<file path="config.mk">
export PLATFORM = sky130hd
export DESIGN_NAME = adpcm_frame_decoder_top
export DESIGN_NICKNAME = d
export VERILOG_FILES = /design/src/adpcm_pkg.sv /design/src/adpcm_frame_decoder_top.sv /design/src/adpcm_front.sv /design/src/adpcm_back.sv
export VERILOG_INCLUDE_DIRS = /design/src /design/src/src
export SDC_FILE = /design/constraint.sdc
export NUM_CORES = 2
export LEC_CHECK = 0
export ABC_AREA = 1
export BUFFER_PORTS_ARGS = -buffer_cell sky130_fd_sc_hd__buf_2
export CORE_AREA = 2 2 402 404
export DETAILED_ROUTE_END_ITERATION = 10
export DIE_AREA = 0 0 404 406
export SLEW_MARGIN = 5
export SYNTH_ARGS = -nofsm -noshare
export SYNTH_HDL_FRONTEND = slang
export SYNTH_SLANG_ARGS = --single-unit
</file>
<file path="constraint.sdc">
create_clock -name clk -period 9.09 [get_ports clk]
set_clock_uncertainty 0.05 [all_clocks]
set_input_delay 0.4545 -clock clk [delete_from_list [all_inputs] [get_ports clk]]
set_output_delay 0.4545 -clock clk [all_outputs]
set_load 0.005 [all_outputs]
</file>
<file path="src/adpcm_frame_decoder_top_assert.svh">
// Assertion macros for the ADPCM frame decoder.
// Used by adpcm_frame_decoder_top.sv; expects clk and rst_n in scope.
`ifndef ADPCM_FRAME_DECODER_TOP_ASSERT_SVH
`define ADPCM_FRAME_DECODER_TOP_ASSERT_SVH

// Same-cycle implication, checked outside reset
`define ADPCM_CHK_NOW(lbl, ante, cons) \
  lbl: assert property (@(posedge clk) disable iff (!rst_n) (ante) |-> (cons)) \
    else $error("adpcm assertion failed");

// Next-cycle implication, checked outside reset
`define ADPCM_CHK_NEXT(lbl, ante, cons) \
  lbl: assert property (@(posedge clk) disable iff (!rst_n) (ante) |=> (cons)) \
    else $error("adpcm assertion failed");

`endif

</file>
<file path="src/adpcm_pkg.sv">
// Shared constants, types and helpers for the ADPCM frame decoder.
// No dependencies; used by all decoder modules.
package adpcm_pkg;

  localparam int NUM_CHANNELS  = 2;
  localparam int CH_IDX_W      = (NUM_CHANNELS > 1) ? $clog2(NUM_CHANNELS) : 1;
  localparam int FRAME_SAMPLES = 14;
  localparam int SAMPLE_IDX_W  = 4;
  localparam int COEF_PAIRS    = 8;
  localparam int PAIR_W        = 3;
  localparam int SCALE_W       = 4;
  localparam int CFG_IDX_W     = 4;
  localparam int CFG_DATA_W    = 32;
  localparam int FRAME_W       = 64;
  localparam int DATA_W        = 56;
  localparam int SAMPLE_W      = 16;
  localparam int PRED_SHIFT    = 11;

  localparam logic [SAMPLE_IDX_W-1:0] LAST_IDX = SAMPLE_IDX_W'(FRAME_SAMPLES - 1);

  typedef logic [CFG_DATA_W-1:0] coef_word_t;

  localparam coef_word_t COEF_RESET [COEF_PAIRS] = '{
    32'd44172304, 32'd235862326, 32'd148831673, 32'd260044879,
    32'd99352957, 32'd226359876, 32'd170851735, 32'd248772897
  };

  // One decoded frame command, front to back
  typedef struct packed {
    logic                       chan;
    logic signed [SAMPLE_W-1:0] c1;
    logic signed [SAMPLE_W-1:0] c2;
    logic [SCALE_W-1:0]         scale;
    logic [DATA_W-1:0]          data;
  } cmd_t;

  // Back-end status, for observation at the top
  typedef struct packed {
    logic                    busy;
    logic                    step;
    logic [SAMPLE_IDX_W-1:0] idx;
  } back_stat_t;

  // History slot for a channel number (wraps modulo NUM_CHANNELS)
  function automatic logic [CH_IDX_W-1:0] ch_index(input logic chan);
    logic [CH_IDX_W-1:0] idx;
    if (NUM_CHANNELS > 1) begin
      idx = CH_IDX_W'(chan);
    end else begin
      idx = '0;
    end
    return idx;
  endfunction

endpackage

</file>
<file path="src/adpcm_frame_decoder_top.sv">
// Channel    | Handshake            | Payload
// ---------- | -------------------- | --------------------------------------
// input      | in_push / in_full    | in_chan, in_frame_bits
// result     | out_pop / out_empty  | out_pcm_sample, out_chan, out_frame_last
// config     | cfg_valid / cfg_ready| cfg_index, cfg_data
//
// Each frame yields 14 samples, one per cycle while not stalled, a rate set by the
// history feedback through the two predictor multipliers and the saturating add.
// Frames follow each other without a gap; a two-entry command queue sits in front.
// A full two-entry result queue stalls the sample sequencer; no other stalls.
// Reset (rst_n low, synchronous) clears history and queues and reloads the
// default coefficient pairs.
// Top level of the ADPCM frame decoder; depends on adpcm_pkg, adpcm_front,
// adpcm_back and adpcm_frame_decoder_top_assert.svh.
`include "adpcm_frame_decoder_top_assert.svh"

module adpcm_frame_decoder_top (
  input  logic                                   clk,
  input  logic                                   rst_n,
  input  logic                                   cfg_valid,
  output logic                                   cfg_ready,
  input  logic [adpcm_pkg::CFG_IDX_W-1:0]        cfg_index,
  input  logic [adpcm_pkg::CFG_DATA_W-1:0]       cfg_data,
  input  logic                                   in_push,
  output logic                                   in_full,
  input  logic                                   in_chan,
  input  logic [adpcm_pkg::FRAME_W-1:0]          in_frame_bits,
  output logic                                   out_empty,
  input  logic                                   out_pop,
  output logic signed [adpcm_pkg::SAMPLE_W-1:0]  out_pcm_sample,
  output logic                                   out_chan,
  output logic                                   out_frame_last
);

  logic                  cmd_valid;
  logic                  cmd_ready;
  adpcm_pkg::cmd_t       cmd;
  adpcm_pkg::back_stat_t stat;

  // Accept and decode frames
  adpcm_front u_front (
    .clk           (clk),
    .rst_n         (rst_n),
    .cfg_valid     (cfg_valid),
    .cfg_ready     (cfg_ready),
    .cfg_index     (cfg_index),
    .cfg_data      (cfg_data),
    .in_push       (in_push),
    .in_full       (in_full),
    .in_chan       (in_chan),
    .in_frame_bits (in_frame_bits),
    .cmd_valid     (cmd_valid),
    .cmd_ready     (cmd_ready),
    .cmd           (cmd)
  );

  // Produce samples
  adpcm_back u_back (
    .clk            (clk),
    .rst_n          (rst_n),
    .cmd_valid      (cmd_valid),
    .cmd_ready      (cmd_ready),
    .cmd            (cmd),
    .out_empty      (out_empty),
    .out_pop        (out_pop),
    .out_pcm_sample (out_pcm_sample),
    .out_chan       (out_chan),
    .out_frame_last (out_frame_last),
    .stat           (stat)
  );

  // An accepted frame is visible to the back end on the next cycle
  `ADPCM_CHK_NEXT(a_push_reaches_queue, in_push && !in_full, cmd_valid)
  // Every produced sample lands in the result queue
  `ADPCM_CHK_NEXT(a_step_fills_output, stat.step, !out_empty)
  // A frame in progress stays busy until its last sample
  `ADPCM_CHK_NEXT(a_busy_until_last,
    stat.step && (stat.idx != adpcm_pkg::LAST_IDX), stat.busy)
  // The back end takes a new frame mid-run only on its last sample
  `ADPCM_CHK_NOW(a_load_on_last, cmd_valid && cmd_ready && stat.busy,
    stat.step && (stat.idx == adpcm_pkg::LAST_IDX))

endmodule

</file>
<file path="src/adpcm_front.sv">
// Front end: coefficient registers, header decode and a two-entry command queue.
// Depends on adpcm_pkg.
module adpcm_front (
  input  logic                               clk,
  input  logic                               rst_n,
  input  logic                               cfg_valid,
  output logic                               cfg_ready,
  input  logic [adpcm_pkg::CFG_IDX_W-1:0]    cfg_index,
  input  logic [adpcm_pkg::CFG_DATA_W-1:0]   cfg_data,
  input  logic                               in_push,
  output logic                               in_full,
  input  logic                               in_chan,
  input  logic [adpcm_pkg::FRAME_W-1:0]      in_frame_bits,
  output logic                               cmd_valid,
  input  logic                               cmd_ready,
  output adpcm_pkg::cmd_t                    cmd
);

  adpcm_pkg::coef_word_t coef_r [adpcm_pkg::COEF_PAIRS];
  adpcm_pkg::cmd_t       q_r [2];
  logic                  wptr_r, wptr_nxt;
  logic                  rptr_r, rptr_nxt;
  logic [1:0]            cnt_r, cnt_nxt;
  logic                  wr_en, rd_en;
  logic [7:0]            header;
  logic [adpcm_pkg::PAIR_W-1:0] pair;
  adpcm_pkg::coef_word_t sel;
  adpcm_pkg::cmd_t       new_cmd;

  // Coefficient register file; out-of-range indexes are dropped
  assign cfg_ready = 1'b1;

  always_ff @(posedge clk) begin
    if (!rst_n) begin
      for (int k = 0; k < adpcm_pkg::COEF_PAIRS; k++) begin
        coef_r[k] <= adpcm_pkg::COEF_RESET[k];
      end
    end else if (cfg_valid && (cfg_index < adpcm_pkg::CFG_IDX_W'(adpcm_pkg::COEF_PAIRS))) begin
      coef_r[cfg_index[adpcm_pkg::PAIR_W-1:0]] <= cfg_data;
    end
  end

  // Header decode: pair select in bits 6:4, scale in bits 3:0
  assign header = in_frame_bits[adpcm_pkg::FRAME_W-1 -: 8];
  assign pair   = header[6:4];
  assign sel    = coef_r[pair];

  always_comb begin
    new_cmd       = '0;
    new_cmd.chan  = in_chan;
    new_cmd.c1    = sel[31:16];
    new_cmd.c2    = sel[15:0];
    new_cmd.scale = header[adpcm_pkg::SCALE_W-1:0];
    new_cmd.data  = in_frame_bits[adpcm_pkg::DATA_W-1:0];
  end

  // Command queue
  assign in_full   = (cnt_r == 2'd2);
  assign wr_en     = in_push && !in_full;
  assign cmd_valid = (cnt_r != 2'd0);
  assign rd_en     = cmd_valid && cmd_ready;
  assign cmd       = q_r[rptr_r];

  always_comb begin
    wptr_nxt = wptr_r ^ wr_en;
    rptr_nxt = rptr_r ^ rd_en;
    cnt_nxt  = cnt_r + {1'b0, wr_en} - {1'b0, rd_en};
  end

  always_ff @(posedge clk) begin
    if (!rst_n) begin
      wptr_r <= 1'b0;
      rptr_r <= 1'b0;
      cnt_r  <= 2'd0;
    end else begin
      wptr_r <= wptr_nxt;
      rptr_r <= rptr_nxt;
      cnt_r  <= cnt_nxt;
    end
  end

  always_ff @(posedge clk) begin
    if (wr_en) begin
      q_r[wptr_r] <= new_cmd;
    end
  end

endmodule

</file>
<file path="src/adpcm_back.sv">
// Back end: per-sample sequencer, two-tap predictor, history and result queue.
// Depends on adpcm_pkg.
module adpcm_back (
  input  logic                              clk,
  input  logic                              rst_n,
  input  logic                              cmd_valid,
  output logic                              cmd_ready,
  input  adpcm_pkg::cmd_t                   cmd,
  output logic                              out_empty,
  input  logic                              out_pop,
  output logic signed [adpcm_pkg::SAMPLE_W-1:0] out_pcm_sample,
  output logic                              out_chan,
  output logic                              out_frame_last,
  output adpcm_pkg::back_stat_t             stat
);

  localparam int PROD_W  = 2 * adpcm_pkg::SAMPLE_W;
  localparam int ACC_W   = PROD_W + 1;
  localparam int PRED_W  = ACC_W - adpcm_pkg::PRED_SHIFT;
  localparam int RESID_W = 20;
  localparam int SUM_W   = PRED_W + 1;

  // Current frame
  logic                                 busy_r, busy_nxt;
  logic [adpcm_pkg::SAMPLE_IDX_W-1:0]   idx_r, idx_nxt;
  logic                                 chan_r;
  logic signed [adpcm_pkg::SAMPLE_W-1:0] c1_r, c2_r;
  logic [adpcm_pkg::SCALE_W-1:0]        scale_r;
  logic [adpcm_pkg::DATA_W-1:0]         data_r;

  // Channel history
  logic signed [adpcm_pkg::SAMPLE_W-1:0] hist_new_r [adpcm_pkg::NUM_CHANNELS];
  logic signed [adpcm_pkg::SAMPLE_W-1:0] hist_old_r [adpcm_pkg::NUM_CHANNELS];

  // Result queue
  logic signed [adpcm_pkg::SAMPLE_W-1:0] oq_sample_r [2];
  logic                                 oq_chan_r [2];
  logic                                 oq_last_r [2];
  logic                                 oq_wptr_r, oq_wptr_nxt;
  logic                                 oq_rptr_r, oq_rptr_nxt;
  logic [1:0]                           oq_cnt_r, oq_cnt_nxt;
  logic                                 oq_full, oq_rd;

  logic                                 step, last_step, load;
  logic [adpcm_pkg::CH_IDX_W-1:0]       ch;
  logic signed [adpcm_pkg::SAMPLE_W-1:0] h1, h2;
  logic signed [PROD_W-1:0]             p1, p2;
  logic signed [ACC_W-1:0]              acc;
  logic signed [PRED_W-1:0]             pred;
  logic [3:0]                           nib;
  logic signed [RESID_W-1:0]            nib_ext, resid;
  logic signed [SUM_W-1:0]              sum;
  logic signed [adpcm_pkg::SAMPLE_W-1:0] sat;

  // Sequencing: one sample per cycle unless the result queue is full
  assign oq_full   = (oq_cnt_r == 2'd2);
  assign step      = busy_r && !oq_full;
  assign last_step = step && (idx_r == adpcm_pkg::LAST_IDX);
  assign cmd_ready = !busy_r || last_step;
  assign load      = cmd_valid && cmd_ready;

  always_comb begin
    busy_nxt = busy_r;
    idx_nxt  = idx_r;
    if (load) begin
      busy_nxt = 1'b1;
      idx_nxt  = '0;
    end else if (last_step) begin
      busy_nxt = 1'b0;
    end else if (step) begin
      idx_nxt = idx_r + 1'b1;
    end
  end

  always_ff @(posedge clk) begin
    if (!rst_n) begin
      busy_r <= 1'b0;
      idx_r  <= '0;
    end else begin
      busy_r <= busy_nxt;
      idx_r  <= idx_nxt;
    end
  end

  // Frame payload; data shifts one nibble per sample, high nibble first
  always_ff @(posedge clk) begin
    if (load) begin
      chan_r  <= cmd.chan;
      c1_r    <= cmd.c1;
      c2_r    <= cmd.c2;
      scale_r <= cmd.scale;
      data_r  <= cmd.data;
    end else if (step) begin
      data_r  <= {data_r[adpcm_pkg::DATA_W-5:0], 4'h0};
    end
  end

  // Predictor: floor((h1*c1 + h2*c2) / 2^11)
  assign ch   = adpcm_pkg::ch_index(chan_r);
  assign h1   = hist_new_r[ch];
  assign h2   = hist_old_r[ch];
  assign p1   = PROD_W'(h1) * PROD_W'(c1_r);
  assign p2   = PROD_W'(h2) * PROD_W'(c2_r);
  assign acc  = {p1[PROD_W-1], p1} + {p2[PROD_W-1], p2};
  assign pred = acc[ACC_W-1:adpcm_pkg::PRED_SHIFT];

  // Residual: signed nibble times 2^scale
  assign nib     = data_r[adpcm_pkg::DATA_W-1 -: 4];
  assign nib_ext = {{(RESID_W-4){nib[3]}}, nib};
  assign resid   = nib_ext <<< scale_r;
  assign sum     = {pred[PRED_W-1], pred} + {{(SUM_W-RESID_W){resid[RESID_W-1]}}, resid};

  // Saturate to 16 bits
  always_comb begin
    priority if (sum > SUM_W'(32767)) begin
      sat = 16'sh7FFF;
    end else if (sum < -SUM_W'(32768)) begin
      sat = 16'sh8000;
    end else begin
      sat = sum[adpcm_pkg::SAMPLE_W-1:0];
    end
  end

  // History update
  always_ff @(posedge clk) begin
    if (!rst_n) begin
      for (int k = 0; k < adpcm_pkg::NUM_CHANNELS; k++) begin
        hist_new_r[k] <= '0;
        hist_old_r[k] <= '0;
      end
    end else if (step) begin
      hist_old_r[ch] <= h1;
      hist_new_r[ch] <= sat;
    end
  end

  // Result queue
  assign out_empty      = (oq_cnt_r == 2'd0);
  assign oq_rd          = out_pop && !out_empty;
  assign out_pcm_sample = oq_sample_r[oq_rptr_r];
  assign out_chan       = oq_chan_r[oq_rptr_r];
  assign out_frame_last = oq_last_r[oq_rptr_r];

  always_comb begin
    oq_wptr_nxt = oq_wptr_r ^ step;
    oq_rptr_nxt = oq_rptr_r ^ oq_rd;
    oq_cnt_nxt  = oq_cnt_r + {1'b0, step} - {1'b0, oq_rd};
  end

  always_ff @(posedge clk) begin
    if (!rst_n) begin
      oq_wptr_r <= 1'b0;
      oq_rptr_r <= 1'b0;
      oq_cnt_r  <= 2'd0;
    end else begin
      oq_wptr_r <= oq_wptr_nxt;
      oq_rptr_r <= oq_rptr_nxt;
      oq_cnt_r  <= oq_cnt_nxt;
    end
  end

  always_ff @(posedge clk) begin
    if (step) begin
      oq_sample_r[oq_wptr_r] <= sat;
      oq_chan_r[oq_wptr_r]   <= chan_r;
      oq_last_r[oq_wptr_r]   <= (idx_r == adpcm_pkg::LAST_IDX);
    end
  end

  assign stat.busy = busy_r;
  assign stat.step = step;
  assign stat.idx  = idx_r;

endmodule
</file>
## After elaboration in Yosys (flattened, before gate mapping)

Memory sizes are Yosys's and may differ from the RTL's. A register that Yosys moved wholly into a read port is not among the register bits.
Index checks and enable logic that the tools add are counted.

| operators by class | value |
|---|---|
| multiplexer cells | 31 |
| shift-type cells | 1 |
| div/mod/pow operators | 0 |
| reduce and logical (&&, ||, !) cells | 20 |
| $mul | 2 |
| bitwise logic cells | 6 |
| order comparisons | 3 |
| equal/unequal tests | 3 |
| add/sub/neg operators | 7 |

Operator list:

| cell | number |
|---|---|
| 2-to-1 mux 56 bit | 2 |
| multiplier 16 x 16 -> 32 bit | 2 |
| 2-to-1 mux 16 bit | 4 |
| adder 32 x 32 -> 33 bit | 1 |
| 2-to-1 mux 32 bit | 1 |
| OR reduction 16 bit | 2 |
| OR reduction 32 bit | 1 |
| adder 22 x 20 -> 23 bit | 1 |
| > comparator 23 x 16 -> 1 bit, second input constant | 1 |
| less-than comparator 23 x 16 -> 1 bit, second input constant | 1 |
| 2-to-1 mux 1 bit | 23 |
| <<< shifter 4 x 4 -> 20 bit | 1 |
| logical AND 1 bit | 6 |
| nonzero test 2 bit | 3 |
| adder 2 x 1 -> 2 bit | 2 |
| adder 4 x 1 -> 4 bit, second input constant | 1 |
| equality test 2 bit, second input constant | 2 |
| equality test 4 bit, second input constant | 1 |
| zero test 1 bit | 4 |
| less-than comparator 4 bit, second input constant | 1 |
| subtractor 2 x 1 -> 2 bit | 2 |
| XOR 1 bit | 4 |
| 2-to-1 mux 3 bit | 1 |
| zero test 2 bit | 1 |
| other kinds (4) | 5 |

| storage, ports and cells | value |
|---|---|
| bits in read-only memories | 0 |
| memories | 7 |
| bits in latches | 0 |
| bits in writable memories | 542 |
| output and inout port bits | 21 |
| logic and storage cells | 93 |
| flip-flop bits (word level) | 106 |

Memories:

| name | depth | bits a word | read ports | clocked after Yosys merged registers in | write ports | line | RTL |
|---|---|---|---|---|---|---|---|
| u_front.coef_r | 8 | 32 | 1 | 0 | 8 | adpcm_front.sv:19 | `adpcm_pkg::coef_word_t coef_r [adpcm_pkg::COEF_PAIRS];` |
| u_front.q_r | 2 | 93 | 1 | 1 | 1 | adpcm_front.sv:20 | `adpcm_pkg::cmd_t q_r [2];` |
| u_back.hist_new_r | 2 | 16 | 1 | 1 | 2 | adpcm_back.sv:32 | `logic signed [adpcm_pkg::SAMPLE_W-1:0] hist_new_r [adpcm_pkg::NUM_CHANNELS];` |
| u_back.hist_old_r | 2 | 16 | 1 | 1 | 2 | adpcm_back.sv:33 | `logic signed [adpcm_pkg::SAMPLE_W-1:0] hist_old_r [adpcm_pkg::NUM_CHANNELS];` |
| u_back.oq_sample_r | 2 | 16 | 1 | 1 | 1 | adpcm_back.sv:36 | `logic signed [adpcm_pkg::SAMPLE_W-1:0] oq_sample_r [2];` |
| u_back.oq_chan_r | 2 | 1 | 1 | 1 | 1 | adpcm_back.sv:37 | `logic oq_chan_r [2];` |
| 1 more memories | -- | -- | -- | -- | -- | -- |  |

## Longest topological paths before layout

| logic depth | value |
|---|---|
| depth after elaboration | 8 |
| gate-level depth with buffers | 50 |

## Modules after synthesis

From an unflattened synthesis, not the netlist that was laid out.

| second synthesis, totals | value |
|---|---|
| cells, all modules | 5107 |
| area, all modules | 49618.8 µm² |

By module, submodules not included:

| module | area each (µm²) | seq. area each (µm²) | cells each | instances |
|---|---|---|---|---|
| adpcm_back | 29925.0 | 6015.8 | 3323 | 1 |
| adpcm_front | 19693.9 | 13372.8 | 1784 | 1 |

## Worst setup path after synthesis

OpenSTA, ideal clock, no wires.

| path | value |
|---|---|
| path type | flip-flop to flip-flop |
| from | register (tool-made name) |
| to | memory u_back.hist_new_r[1][10] (netlist name) (data pin) |
| cell stages (with the launch flop) | 41 |
| data required time | 8.763 ns |
| slack | -0.025 ns |
| buffers on the path | 3 |
| arrival | 8.787 ns |
| cell sequence | dfxtp_1 > clkbuf_1 > mux2i_1 > clkbuf_1 > nor2_1 > fa_1 > fa_1 > inv_1 > fa_1 > fa_1 > inv_1 > fa_1 > fa_1 > fa_1 > inv_1 > fa_1 > inv_1 > ha_1 > [5 not listed] > a21oi_1 > xor2_1 > inv_1 > ha_1 > nand2_1 > inv_1 > nand2_1 > nor2_1 > nand4_1 > nand3_1 > nand2_1 > nand2_1 > nand2_1 > nor2_1 > nand4_1 > nand2_2 > buf_4 > a21oi_2 |

RTL lines:

| what | line |
|---|---|
| to (decl) | adpcm_back.sv:32 |

==> run metrics <==
status=finished, violations left; failing checks=setup timing; post-synthesis sequential area ratio=40.8%; largest buffer count on any clock path=3; top-count cell post-synth=inv_1; Total GRT Usage=16.3%; pin count of the biggest net entering global routing=about 120; fraction of layout cells with a size suffix above 1=between 20% and 30%; Final Hold Vio Count=0; hold wc startpoint=cfg_data[21]; synthesized cell area=0.0476 sq mm; H-tree depth=3; initial antenna violation count=4; Initial Util=29.8%; critical path's slowest cell=fa_1; Req. time, crit path=9540 ps; core box area=0.160 sq mm; startpoint types=flop; Net Count, Synth=5,612; share of the synthesized area in the top cell type=40.1%; number of synthesized register bits=651; placed cell areas=0.0537 sq mm; fin nets=6,202; fin crit share=103%; CP Max Fanout=9; RePlAce Congestion=0.955; die area=0.164 sq mm; DRT iter0 DRCs=between 2,000 and 3,000; CP endpoint kind=flop; Rows=147; die width=404 microns; Crit Path Category=flop to flop; Final ANT Viol Nets=0; Syn Area/Cell=10.0 sq um; Finish-stage setup viols=60; final worst slack=-263 ps; Period minus WS final=9350 ps; Most Frequent Cell on Critical Path=fa_1; iteration count of the initial detailed-routing pass=5; clk root buf=clkbuf_16; Area Growth Syn to Fin=23.4%; detailed-route DRC error count=0; WHS Endpoint=u_front.coef_r[3][21]; wire per inst=between 15 and 20 microns; post-route cell area=0.0587 sq mm; type of the most critical hold path=input pin to flop; Num CTS Buffers=between 60 and 70; r2r endpoint=u_back.hist_new_r[0][3]; port bufs=124; Synth area leader=edfxtp_1; commonest cells in the netlist=856 x inv_1, 825 x nand2_1, 804 x nor2_1; FF-to-FF path depth=47; CTS sink cnt=651; Rel. slew slack=17.9%; Fmax achieved=107 MHz; Synth Flop Type=edfxtp_1; ys async rst share=0%; Synth area leaders=edfxtp_1 40%, fa_1 25%, inv_1 6.8%; max-slew violation count=0; Detailed Place HPWL=100,000 microns; via count=34,400; Netlist cell types=50; max-cap viol count=0; I/O pins=127; clk_lat worst skew=between 600 and 700 ps; vias in the first global route=35,800; worst slew pin tran=1230 ps; Worst-path clk slew=approximately 70 ps; number of synthesized flops with an enable pin=635; Synth Instances=4,744; unrepaired setup endpoints after global routing=yes; worst hold stages=3; Vias per Instance=4.60; sum of negative setup slack=-14,000 ps; first-pass GRT wire length=roughly 200,000 microns; Place WS=-777 ps; critical path arrival=9800 ps; Overflow after GRT=0; Die Height=a little over 400 microns; Reg2Reg Setup Slack=-260 ps; CTS tree=yes; routed wire length=133,000 microns; post-layout util=36.8%; Syn. warnings=0; Max stage delay on crit path=roughly 560 ps
==> cell type report <==
cell class / count / area, sq um
Sequential cell: 651 / 19400
Timing Repair Buffer: 693 / 5660
Clock buffer: 85 / 1820
Inverter: 878 / 3340
Multi-Input combinational cell: 3041 / 25400
Fill cell: 15800 / 101000
Antenna cell: 2 / 5.00
Tap cell: 2086 / 2610
Clock inverter: 39 / 455
==> cells by family (layout without fill, tap and decap cells) <==
group,count (synthesis),count (layout),synth area share [%]
xor gates and xnor gates,59,59,1.09
and+or+nand+nor,1771,1771,14.9
muxes,19,19,0.447
buffers and inverters,1052,1695,8.38
other,1,3,0.00788
adders and majority gates,762,762,29.3
DFF,651,651,40.8
AOI/OAI and AO/OA,429,429,5.21
==> metrics by stage <==
stage          hold WS (ps)  cells
2_1_floorplan           403   4744
3_3_place_gp            418   7226
3_5_place_dp            427   7226
4_1_cts                66.8   7457
5_1_grt                 120   7475
6_report                131   7475
==> sequential cells by signal (all words and copies together), names as in the netlist, named ones only <==
register and count:
u_back.c2_r 16, u_back.ch 1, u_back.oq_chan_r 2, u_back.idx_r 4
u_front.cnt_r 2, u_back.oq_wptr_r 1, u_back.oq_sample_r 32, u_back.scale_r 4
u_front.wptr_r 1, u_back.c1_r 16, u_back.oq_last_r 2, u_back.oq_rptr_r 1
u_back.hist_new_r 32, u_front.coef_r 256, u_back.busy_r 1, u_back.hist_old_r 32
u_front.rptr_r 1, u_front.q_r 186, u_back.oq_cnt_r 2, u_back.data_r 56
==> cells in the final DEF, fill, tap and decap left out, types with 33 or more instances in the layout <==
cell	n
a21oi_1	44
nand2_2	44
inv_2	44
edfxtp_1	635
buf_2	123
clkbuf_16	71
nor2_1	776
buf_6	38
o21ai_0	149
a31oi_1	89
or2_2	39
ha_1	149
dlygate4sd3_1	61
inv_1	810
fa_1	561
nand2_1	774
buf_4	435
a21oi_2	48
xor2_1	33
==> how the worst max path moves through the flow <==
stage               startpoint                        to  slack (ps)  cells after the start
floorplan                 flop  u_back.hist_new_r[1][10]          20                     40
global placement          flop   u_back.hist_new_r[0][5]        -720                     44
detailed placement        flop   u_back.hist_new_r[0][3]        -780                     44
CTS                       flop  u_back.hist_new_r[0][14]        -140                     44
global route              flop  u_back.oq_sample_r[1][9]        -550                     48
finish                    flop   u_back.hist_new_r[0][3]        -260                     47
==> what timing repair did <==
item                       in CTS  in global routing
hold endpoints to repair      122                  0
resized for setup             265                129
setup buffers                  41                 15
setup endpoints to repair      64                 64
gates cloned                    5                  1
hold buffers                   61                  0
pin swaps                      66                 83
==> critical path: cells and delay by family (launching register included) <==
family          cells  cell delay, ps
compound gates      4             480
xor+xnor            1             130
fa+ha+maj          10            4620
buf+inv            15            1710
flops               1             410
simple gates       17            1720
==> routing by layer <==
layer,vias up,routed length [microns],global-route usage (%)
met5,-,0,0
met2,1039,65200,27.8
met4,0,4660,5.85
met3,213,7680,2.04
met1,17200,55100,21.2
li1,16000,-,-
Power is not shown: default switching activity piles up to over one toggle a cycle in this logic, so the estimate is an artifact.
